$ cat config.mk
export PLATFORM = sky130hd
export DESIGN_NAME = stick_heading_smoother
export DESIGN_NICKNAME = d
export VERILOG_FILES = /design/src/hdl/shs_pkg.sv /design/src/hdl/shs_sermul.sv /design/src/hdl/stick_heading_smoother.sv
export SDC_FILE = /design/constraint.sdc
export NUM_CORES = 2
export LEC_CHECK = 0
export BUFFER_PORTS_ARGS = -buffer_cell sky130_fd_sc_hd__buf_2
export CAP_MARGIN = 20
export CORE_MARGIN = 5
export CORE_UTILIZATION = 60
export CTS_CLUSTER_DIAMETER = 50
export DETAILED_ROUTE_END_ITERATION = 8
export PLACE_DENSITY = 0.88
export SYNTH_ARGS = -nofsm -noshare
export SYNTH_HDL_FRONTEND = slang
export SYNTH_SLANG_ARGS = --single-unit
$ cat constraint.sdc
create_clock -name clk -period 7.6 [get_ports clk]
set_clock_uncertainty 0.1 [all_clocks]
set_input_delay 0 -clock clk [delete_from_list [all_inputs] [get_ports clk]]
set_output_delay 0 -clock clk [all_outputs]
set_load 0.02 [all_outputs]
$ cat src/hdl/shs_pkg.sv
// Package for the stick heading smoother: register indexes, reset values,
// widths of the serial multiplier and the CORDIC, and the arctangent table.
// No dependencies.
package shs_pkg;

  localparam int CORDIC_STEPS = 16;
  localparam int CORDIC_ITERS = (CORDIC_STEPS < 24) ? CORDIC_STEPS : 24;
  localparam int ITER_W = $clog2(CORDIC_ITERS + 1);

  localparam int MUL_BITS = 17;
  localparam int MUL_CNT_W = $clog2(MUL_BITS + 1);

  localparam int CORD_W = 28;
  localparam int Z_W = 26;
  localparam int HALF_TURN = 23040;
  localparam int FULL_TURN = 46080;

  localparam logic signed [Z_W-1:0] Z_QUARTER = Z_W'(90 * 65536);

  localparam logic [1:0] REG_DEAD_ZONE = 2'd0;
  localparam logic [1:0] REG_MIN_HOLD = 2'd1;
  localparam logic [1:0] REG_ACTIVE_BLEND = 2'd2;
  localparam logic [1:0] REG_RETURN_BLEND = 2'd3;

  localparam logic [14:0] DEAD_ZONE_RESET = 15'd8192;
  localparam logic [23:0] MIN_HOLD_RESET = 24'd250000;
  localparam logic [16:0] ACTIVE_BLEND_RESET = 17'd6554;
  localparam logic [16:0] RETURN_BLEND_RESET = 17'd3277;

  // Arctangent of 2^-i in units of 1/65536 degree.
  function automatic logic [21:0] atan_of(input logic [4:0] i);
    logic [21:0] v;
    unique case (i)
      5'd0: v = 22'd2949120;
      5'd1: v = 22'd1740967;
      5'd2: v = 22'd919879;
      5'd3: v = 22'd466945;
      5'd4: v = 22'd234379;
      5'd5: v = 22'd117304;
      5'd6: v = 22'd58666;
      5'd7: v = 22'd29335;
      5'd8: v = 22'd14668;
      5'd9: v = 22'd7334;
      5'd10: v = 22'd3667;
      5'd11: v = 22'd1833;
      5'd12: v = 22'd917;
      5'd13: v = 22'd458;
      5'd14: v = 22'd229;
      5'd15: v = 22'd115;
      5'd16: v = 22'd57;
      5'd17: v = 22'd29;
      5'd18: v = 22'd14;
      5'd19: v = 22'd7;
      5'd20: v = 22'd4;
      5'd21: v = 22'd2;
      5'd22: v = 22'd1;
      default: v = 22'd0;
    endcase
    return v;
  endfunction

endpackage

$ cat src/hdl/shs_sermul.sv
// Bit-serial shift-and-add multiplier, one multiplier bit per cycle.
// Depends on shs_pkg for the operand width.
module shs_sermul import shs_pkg::*; (
  input  logic                    clk,
  input  logic                    rst,
  input  logic                    start,
  input  logic [MUL_BITS-1:0]     op_a,
  input  logic [MUL_BITS-1:0]     op_b,
  output logic                    busy,
  output logic [2*MUL_BITS-1:0]   product
);

  logic [2*MUL_BITS-1:0] mcand;
  logic [MUL_BITS-1:0]   mplier;
  logic [MUL_CNT_W-1:0]  cnt;

  always_ff @(posedge clk) begin
    if (rst) begin
      busy <= 1'b0;
      cnt <= '0;
    end else if (start) begin
      mcand <= {{MUL_BITS{1'b0}}, op_a};
      mplier <= op_b;
      product <= '0;
      cnt <= MUL_CNT_W'(MUL_BITS);
      busy <= 1'b1;
    end else if (busy) begin
      if (mplier[0]) begin
        product <= product + mcand;
      end
      mcand <= mcand << 1;
      mplier <= mplier >> 1;
      cnt <= cnt - 1'b1;
      if (cnt == MUL_CNT_W'(1)) begin
        busy <= 1'b0;
      end
    end
  end

endmodule

$ cat src/hdl/stick_heading_smoother.sv
// Top level of the stick heading smoother: sequencer, iterative CORDIC,
// three serial multipliers and the angle update. Depends on shs_pkg and shs_sermul.
//
//   channel  signals                                       direction
//   in       in_valid, in_ready, stick_x, stick_y,         into block
//            elapsed_us, paused
//   out      out_valid, out_ready, view_angle, is_rotated  out of block
//   cfg      cfg_we, cfg_index, cfg_data                   into block
//
// A sample runs from acceptance to a registered result in order: the serial squares
// finish (the CORDIC runs beside them), three steps follow (head, decide, load), then
// the serial blend multiply and three more steps for rounding, wrap and output.
// A release tick skips the blend. After the return to idle a new sample can follow;
// none is taken while one is in flight. The multiplier width sets both serial
// phases. Reset is synchronous and restores the register defaults. A stalled
// result holds in the output register; a new sample is taken once the previous
// one has left the pipeline and the finished result has been handed over or registered.
module stick_heading_smoother import shs_pkg::*; (
  input  logic               clk,
  input  logic               rst,
  input  logic               cfg_we,
  input  logic [1:0]         cfg_index,
  input  logic [23:0]        cfg_data,
  input  logic               in_valid,
  output logic               in_ready,
  input  logic signed [15:0] stick_x,
  input  logic signed [15:0] stick_y,
  input  logic [15:0]        elapsed_us,
  input  logic               paused,
  output logic               out_valid,
  input  logic               out_ready,
  output logic signed [15:0] view_angle,
  output logic               is_rotated
);

  typedef enum logic [3:0] {
    S_IDLE, S_RUN, S_HEAD, S_DECIDE, S_LOAD, S_MUL, S_APPLY, S_WRAP, S_FINISH
  } state_t;

  localparam logic signed [17:0] HALF_D = 18'(HALF_TURN);
  localparam logic signed [17:0] FULL_D = 18'(FULL_TURN);
  localparam logic signed [20:0] HALF_A = 21'(HALF_TURN);
  localparam logic signed [20:0] FULL_A = 21'(FULL_TURN);

  state_t state;

  logic [14:0] dead_zone_radius;
  logic [23:0] min_hold_time;
  logic [16:0] active_blend;
  logic [16:0] return_blend;

  logic [23:0]        hold_timer;
  logic               rotated_flag;
  logic signed [16:0] held_heading;
  logic signed [15:0] current_angle;

  logic               paused_r;
  logic               zero_r;
  logic               pass_r;
  logic               use_active;
  logic               dneg;
  logic signed [16:0] heading_r;
  logic signed [17:0] diff;
  logic signed [19:0] step;

  logic signed [CORD_W-1:0] ca;
  logic signed [CORD_W-1:0] cb;
  logic signed [Z_W-1:0]    cz;
  logic [ITER_W-1:0]        cordic_cnt;

  logic [MUL_BITS-1:0]   mul_a [3];
  logic [MUL_BITS-1:0]   mul_b [3];
  logic                  mul_start [3];
  logic                  mul_busy [3];
  logic [2*MUL_BITS-1:0] mul_p [3];

  logic                     accept;
  logic                     cordic_done;
  logic                     mul_idle;
  logic signed [16:0]       x_ext;
  logic signed [16:0]       y_ext;
  logic [MUL_BITS-1:0]      x_abs;
  logic [MUL_BITS-1:0]      y_abs;
  logic signed [CORD_W-1:0] a_pre;
  logic signed [CORD_W-1:0] b_pre;
  logic signed [CORD_W-1:0] a_init;
  logic signed [CORD_W-1:0] b_init;
  logic signed [Z_W-1:0]    z_init;
  logic signed [CORD_W-1:0] sa;
  logic signed [CORD_W-1:0] sb;
  logic signed [Z_W-1:0]    z_step;
  logic signed [Z_W-1:0]    z_round;
  logic [24:0]              timer_sum;
  logic [2*MUL_BITS:0]      mag_sum;
  logic                     release_now;
  logic signed [16:0]       target;
  logic signed [17:0]       dw;
  logic [MUL_BITS-1:0]      dw_abs;
  logic signed [35:0]       prod_ext;
  logic signed [35:0]       prod_rnd;
  logic signed [20:0]       angle_sum;
  logic signed [20:0]       angle_wrap;

  assign in_ready = (state == S_IDLE);
  assign accept = in_valid && in_ready;
  assign cordic_done = (cordic_cnt == ITER_W'(CORDIC_ITERS));
  assign mul_idle = !mul_busy[0] && !mul_busy[1] && !mul_busy[2];

  always_comb begin
    x_ext = {stick_x[15], stick_x};
    y_ext = {stick_y[15], stick_y};
    x_abs = x_ext[16] ? MUL_BITS'(-x_ext) : MUL_BITS'(x_ext);
    y_abs = y_ext[16] ? MUL_BITS'(-y_ext) : MUL_BITS'(y_ext);

    a_pre = {{(CORD_W - 24){stick_y[15]}}, stick_y, 8'd0};
    b_pre = {{(CORD_W - 24){stick_x[15]}}, stick_x, 8'd0};
    if (a_pre[CORD_W-1]) begin
      if (!b_pre[CORD_W-1]) begin
        a_init = b_pre;
        b_init = -a_pre;
        z_init = Z_QUARTER;
      end else begin
        a_init = -b_pre;
        b_init = a_pre;
        z_init = -Z_QUARTER;
      end
    end else begin
      a_init = a_pre;
      b_init = b_pre;
      z_init = '0;
    end

    sa = ca >>> cordic_cnt;
    sb = cb >>> cordic_cnt;
    z_step = {{(Z_W - 22){1'b0}}, atan_of(5'(cordic_cnt))};
    z_round = cz + Z_W'(256);

    timer_sum = {1'b0, hold_timer} + {9'd0, elapsed_us};
    mag_sum = {1'b0, mul_p[0]} + {1'b0, mul_p[1]};

    release_now = !pass_r && rotated_flag && !paused_r && (hold_timer > min_hold_time);
    if (pass_r) begin
      target = heading_r;
    end else if (rotated_flag) begin
      target = held_heading;
    end else begin
      target = '0;
    end

    if (diff > HALF_D) begin
      dw = diff - FULL_D;
    end else if (diff <= -HALF_D) begin
      dw = diff + FULL_D;
    end else begin
      dw = diff;
    end
    dw_abs = dw[17] ? MUL_BITS'(-dw) : MUL_BITS'(dw);

    prod_ext = {2'b00, mul_p[0]};
    prod_rnd = (dneg ? -prod_ext : prod_ext) + 36'sd32768;

    angle_sum = {{5{current_angle[15]}}, current_angle} + {step[19], step};
    if (angle_sum > HALF_A) begin
      angle_wrap = angle_sum - FULL_A;
    end else if (angle_sum <= -HALF_A) begin
      angle_wrap = angle_sum + FULL_A;
    end else begin
      angle_wrap = angle_sum;
    end

    mul_a[0] = (state == S_LOAD) ? dw_abs : x_abs;
    mul_b[0] = (state == S_LOAD) ? (use_active ? active_blend : return_blend) : x_abs;
    mul_start[0] = accept || (state == S_LOAD);
    mul_a[1] = y_abs;
    mul_b[1] = y_abs;
    mul_start[1] = accept;
    mul_a[2] = {2'b00, dead_zone_radius};
    mul_b[2] = {2'b00, dead_zone_radius};
    mul_start[2] = accept;
  end

  shs_sermul u_mul_x (
    .clk(clk), .rst(rst), .start(mul_start[0]), .op_a(mul_a[0]), .op_b(mul_b[0]),
    .busy(mul_busy[0]), .product(mul_p[0])
  );

  shs_sermul u_mul_y (
    .clk(clk), .rst(rst), .start(mul_start[1]), .op_a(mul_a[1]), .op_b(mul_b[1]),
    .busy(mul_busy[1]), .product(mul_p[1])
  );

  shs_sermul u_mul_r (
    .clk(clk), .rst(rst), .start(mul_start[2]), .op_a(mul_a[2]), .op_b(mul_b[2]),
    .busy(mul_busy[2]), .product(mul_p[2])
  );

  always_ff @(posedge clk) begin
    if (rst) begin
      state <= S_IDLE;
      dead_zone_radius <= DEAD_ZONE_RESET;
      min_hold_time <= MIN_HOLD_RESET;
      active_blend <= ACTIVE_BLEND_RESET;
      return_blend <= RETURN_BLEND_RESET;
      hold_timer <= '0;
      rotated_flag <= 1'b0;
      held_heading <= '0;
      current_angle <= '0;
      cordic_cnt <= '0;
      out_valid <= 1'b0;
    end else begin
      if (cfg_we) begin
        unique case (cfg_index)
          REG_DEAD_ZONE: dead_zone_radius <= cfg_data[14:0];
          REG_MIN_HOLD: min_hold_time <= cfg_data;
          REG_ACTIVE_BLEND: active_blend <= cfg_data[16:0];
          REG_RETURN_BLEND: return_blend <= cfg_data[16:0];
        endcase
      end

      if (out_valid && out_ready && (state != S_FINISH)) begin
        out_valid <= 1'b0;
      end

      unique case (state)
        S_IDLE: begin
          if (accept) begin
            paused_r <= paused;
            zero_r <= (stick_x == '0) && (stick_y == '0);
            hold_timer <= timer_sum[24] ? '1 : timer_sum[23:0];
            ca <= a_init;
            cb <= b_init;
            cz <= z_init;
            cordic_cnt <= '0;
            state <= S_RUN;
          end
        end
        S_RUN: begin
          if (!cordic_done) begin
            if (!cb[CORD_W-1]) begin
              ca <= ca + sb;
              cb <= cb - sa;
              cz <= cz + z_step;
            end else begin
              ca <= ca - sb;
              cb <= cb + sa;
              cz <= cz - z_step;
            end
            cordic_cnt <= cordic_cnt + 1'b1;
          end else if (mul_idle) begin
            state <= S_HEAD;
          end
        end
        S_HEAD: begin
          pass_r <= (mag_sum >= {1'b0, mul_p[2]});
          heading_r <= zero_r ? 17'sd0 : 17'(z_round >>> 9);
          state <= S_DECIDE;
        end
        S_DECIDE: begin
          diff <= {target[16], target} - {{2{current_angle[15]}}, current_angle};
          use_active <= pass_r || rotated_flag;
          if (pass_r) begin
            if (!rotated_flag) begin
              hold_timer <= '0;
              rotated_flag <= 1'b1;
            end
            held_heading <= heading_r;
            state <= S_LOAD;
          end else if (release_now) begin
            rotated_flag <= 1'b0;
            held_heading <= '0;
            state <= S_FINISH;
          end else begin
            state <= S_LOAD;
          end
        end
        S_LOAD: begin
          dneg <= dw[17];
          state <= S_MUL;
        end
        S_MUL: begin
          if (!mul_busy[0]) begin
            state <= S_APPLY;
          end
        end
        S_APPLY: begin
          step <= 20'(prod_rnd >>> 16);
          state <= S_WRAP;
        end
        S_WRAP: begin
          current_angle <= 16'(angle_wrap);
          state <= S_FINISH;
        end
        S_FINISH: begin
          if (!out_valid || out_ready) begin
            out_valid <= 1'b1;
            view_angle <= current_angle;
            is_rotated <= rotated_flag;
            state <= S_IDLE;
          end
        end
        default: state <= S_IDLE;
      endcase
    end
  end

  a_accept_busy: assert property (@(posedge clk) disable iff (rst)
    accept |=> !in_ready)
    else $error("sample accepted while a previous sample was still in flight");

  a_finish_emits: assert property (@(posedge clk) disable iff (rst)
    (state == S_FINISH) && (!out_valid || out_ready) |=> out_valid && in_ready)
    else $error("finished result was not registered");

  a_angle_range: assert property (@(posedge clk) disable iff (rst)
    out_valid |-> (view_angle > -16'sd23040) && (view_angle <= 16'sd23040))
    else $error("view angle outside the half-open turn");

  a_held_cleared: assert property (@(posedge clk) disable iff (rst)
    !rotated_flag |-> held_heading == 17'sd0)
    else $error("held heading kept while not rotated");

  a_idle_mul: assert property (@(posedge clk) disable iff (rst)
    (state == S_IDLE) |-> mul_idle)
    else $error("multiplier busy while idle");

endmodule

==> results_dict.tcl <==
set metrics [dict create \
    status "complete, no violations" \
    detail-route-antenna-nets 0 \
    worstSetupEndpointType "flop" \
    timing.final.ws_setup_ns 0.904 \
    synth_seq_cells 593 \
    place_ws_ns 1.11 \
    finalNetCount 5608 \
    synth.area.top_cells "edfxtp_1 (27%), ha_1 (9.9%), dfxtp_1 (8.0%)" \
    core_mm2 0.0747 \
    multi_input_area_mm2 0.0276 \
    grt_antenna_before_repair 4 \
    finalCritPeriodShare_pct 88.1 \
    wirelength_mm 134 \
    num-fill-cells 5386 \
    hold_viol_final 0 \
    clk_latency_ns 0.67 \
    r2r_cells 19 \
    ys_warn_count 0 \
    powerDensity_mw_per_mm2 417 \
    grt_usage_pct 31.6 \
    clockRootBuffer "clkbuf_16" \
    ys_seq_area_share_pct 35.3 \
    clock_sink_count 593 \
    pwr-share-seq_pct 26.0 \
    synthCells 5045 \
    grt_pass1_wl_mm 211 \
    synth-main-ff-cell "edfxtp_1" \
    tightestPinTransition_ns 1.12 \
    syn_area_per_cell_um2 8.99 \
    syn2layout_area_growth_pct 11.0 \
    gp_congestion 1.00 \
    synth_top_area_share_pct 27.3 \
    io_buffer_count 98 \
    initial_core_util_pct 60.7 \
    fin_util_pct 67.4 \
    crit_type "flop to flop" \
    hp-class "input pin to flop" \
    setup_tns_ns 0 \
    p_comb_share_pct 56.1 \
    avgRoutedWirePerCell_um 21.7 \
    synth_edf_count 412 \
    clkPwrFrac_pct 17.9 \
    grt_overflow 0 \
    firstDrtPassIters 9 \
    slew_headroom_pct 25.0 \
    synth.most_common_cell "nand2_1" \
    dp_hpwl_mm 93.6 \
    routed_via_density 6.64 \
    synth.net_count 5493 \
    ios 99 \
    switchingPower_mw 9.28 \
    via_count 41154 \
    die_area_mm2 0.0812 \
    grt_pass1_vias 39569 \
    drive_above_1_share_pct 8.29 \
    sw_frac_of_total_pct 44.2 \
    synth_cell_type_count 98 \
    synth_area_leader_cell "edfxtp_1" \
    cts_buffer_depth 3 \
    dr.first_iter.drc_count 4994 \
    route.detailed.drc 0 \
    htree_levels 3 \
    dieWidth_um 285 \
    start_kind "flop" \
    async_reset_ff_share_pct 0 \
    max_cap_violations 0 \
    worst_ep_arrival_time_ns 6.96 \
    min_period_ns 6.70 \
    crit_path_max_fanout 66 \
    setup_viol 0 \
    post-cts-setup-buffer-count 0 \
    max_freq_mhz 149 \
    power.internal_mw 11.7 \
    die_h_um 285 \
    critPathRequiredTime_ns 7.87 \
    path_clk_slew_ns 0.06 \
    grt_max_degree 93 \
    peakVddDrop_mv 0.397 \
    layout.area.seq_mm2 0.0160 \
    cts_tree "yes" \
    netlist_area_mm2 0.0453 \
    hold_depth 4 \
    drv_slew 0 \
    rsz0062_at_grt "no" \
    rows 100 \
    yosys-top-cells-count "nand2_1 (573), nor2_1 (424), edfxtp_1 (412)" \
    numCtsBuffers 79 \
    leakage_nw 20.1 \
]
-- registers in the layout (all words and copies together) (netlist names), 24 cells and up --
signal           flops
hold_timer          24
u_mul_x.mcand       34
ca                  28
u_mul_r.mcand       34
u_mul_y.mcand       34
cz                  26
min_hold_time       24
u_mul_r.product     34
cb                  28
u_mul_y.product     34
u_mul_x.product     34
-- what timing repair did --
action	4_1_cts	5_1_grt
resized for setup	0	0
setup endpoints to repair	0	0
hold buffers	120	0
hold endpoints to repair	198	0
-- kinds of logic (layout without fill, tap and decap cells) --
kind of cell,Yosys count,in the layout,share of synthesized area (%)
buffers and inverters,440,621,3.94
adders and majority gates,368,368,10.3
AOI/OAI and AO/OA,1423,1423,20.3
muxes,164,164,5.30
xor gates and xnor gates,371,371,7.20
and+or+nand+nor,1686,1686,17.6
other,0,2,0
DFF,593,593,35.3
-- metal layers --
layer / GRT usage [%] / vias to the layer above / wire, µm
met1: 40.7 / 19392 / 52200
met4: 16.0 / 4 / 7900
met2: 51.2 / 2417 / 61100
met5: 0 / - / 24
li1: - / 18837 / -
met3: 6.05 / 504 / 13100
-- placed cells by master (no fill, tap or decap), types with 86 or more instances in the layout --
master,synthesis,routed
nand2_1,573,571
nor2_1,424,418
edfxtp_1,412,412
a21oi_1,378,378
ha_1,358,358
o21ai_0,292,292
xnor2_1,219,219
inv_1,202,202
dfxtp_1,181,176
xor2_1,151,151
a21o_1,134,134
dlygate4sd3_1,0,120
nand3_1,113,113
buf_2,12,97
nor3_1,91,90
o21a_1,86,86
-- power by group through the flow --
stage / sequential, mW / combinational (mW) / clock (mW)
after floorplan: 5.04 / 8.91 / 0
after global placement: 5.44 / 10.8 / 0
after detailed placement: 5.46 / 11.2 / 0
after CTS: 5.41 / 11.5 / 3.75
after global routing: 5.50 / 12.9 / 3.90
final: 5.45 / 11.8 / 3.75
-- worst max-delay path: stages (launching register included) --
cell and delay [ns]:
dfxtp_4 0.95, buf_4 0.48, mux4_2 0.58, a22o_1 0.25, a211oi_1 0.37, and3_1 0.26, nor2b_1 0.36, a21oi_1 0.14
xor2_1 0.16, ha_1 0.40, nand3_1 0.14, nor2_1 0.15, a21oi_1 0.12, a311oi_1 0.56, nor3b_1 0.11, o21ai_0 0.34
a31oi_1 0.22, o31ai_1 0.39, or4_1 0.17, o2111ai_1 0.11
-- per-stage QoR --
step           total power, mW  hold WS, ns  instances  cell area (µm²)
2_1_floorplan             14.0     -0.00113       5045            45300
3_3_place_gp              16.2        0.147       5926            46500
3_5_place_dp              16.7        0.147       5927            46500
4_1_cts                   20.7       0.0267       6194            50300
5_1_grt                   22.3       0.0715       6196            50300
6_report                  21.0       0.0798       6197            50300
-- worst paths after layout --
path	startpoint	to	slack [ns]
setup reg to reg	cordic_cnt[1]$_SDFFE_PP0P_	cb[26]$_DFFE_PP_	0.90
hold reg to reg	min_hold_time[11]$_SDFFE_PP0P_	min_hold_time[11]$_SDFFE_PP0P_	0.36
hold / removal	cfg_data[9]	return_blend[9]$_SDFFE_PP0P_	0.08
setup / recovery	cordic_cnt[1]$_SDFFE_PP0P_	cb[26]$_DFFE_PP_	0.90
-- area by class of cell --
class                      instances  share of cell area [%]
timing repair buffer             267                    4.15
clock inverter                    51                    1.11
clock buffer                      96                    4.09
tap                              969                    2.41
sequential                       593                    31.8
antenna                            2                 0.00994
multi-input combinational       4012                    54.9
inverter                         207                    1.54
(Power assumes the default switching activity.)
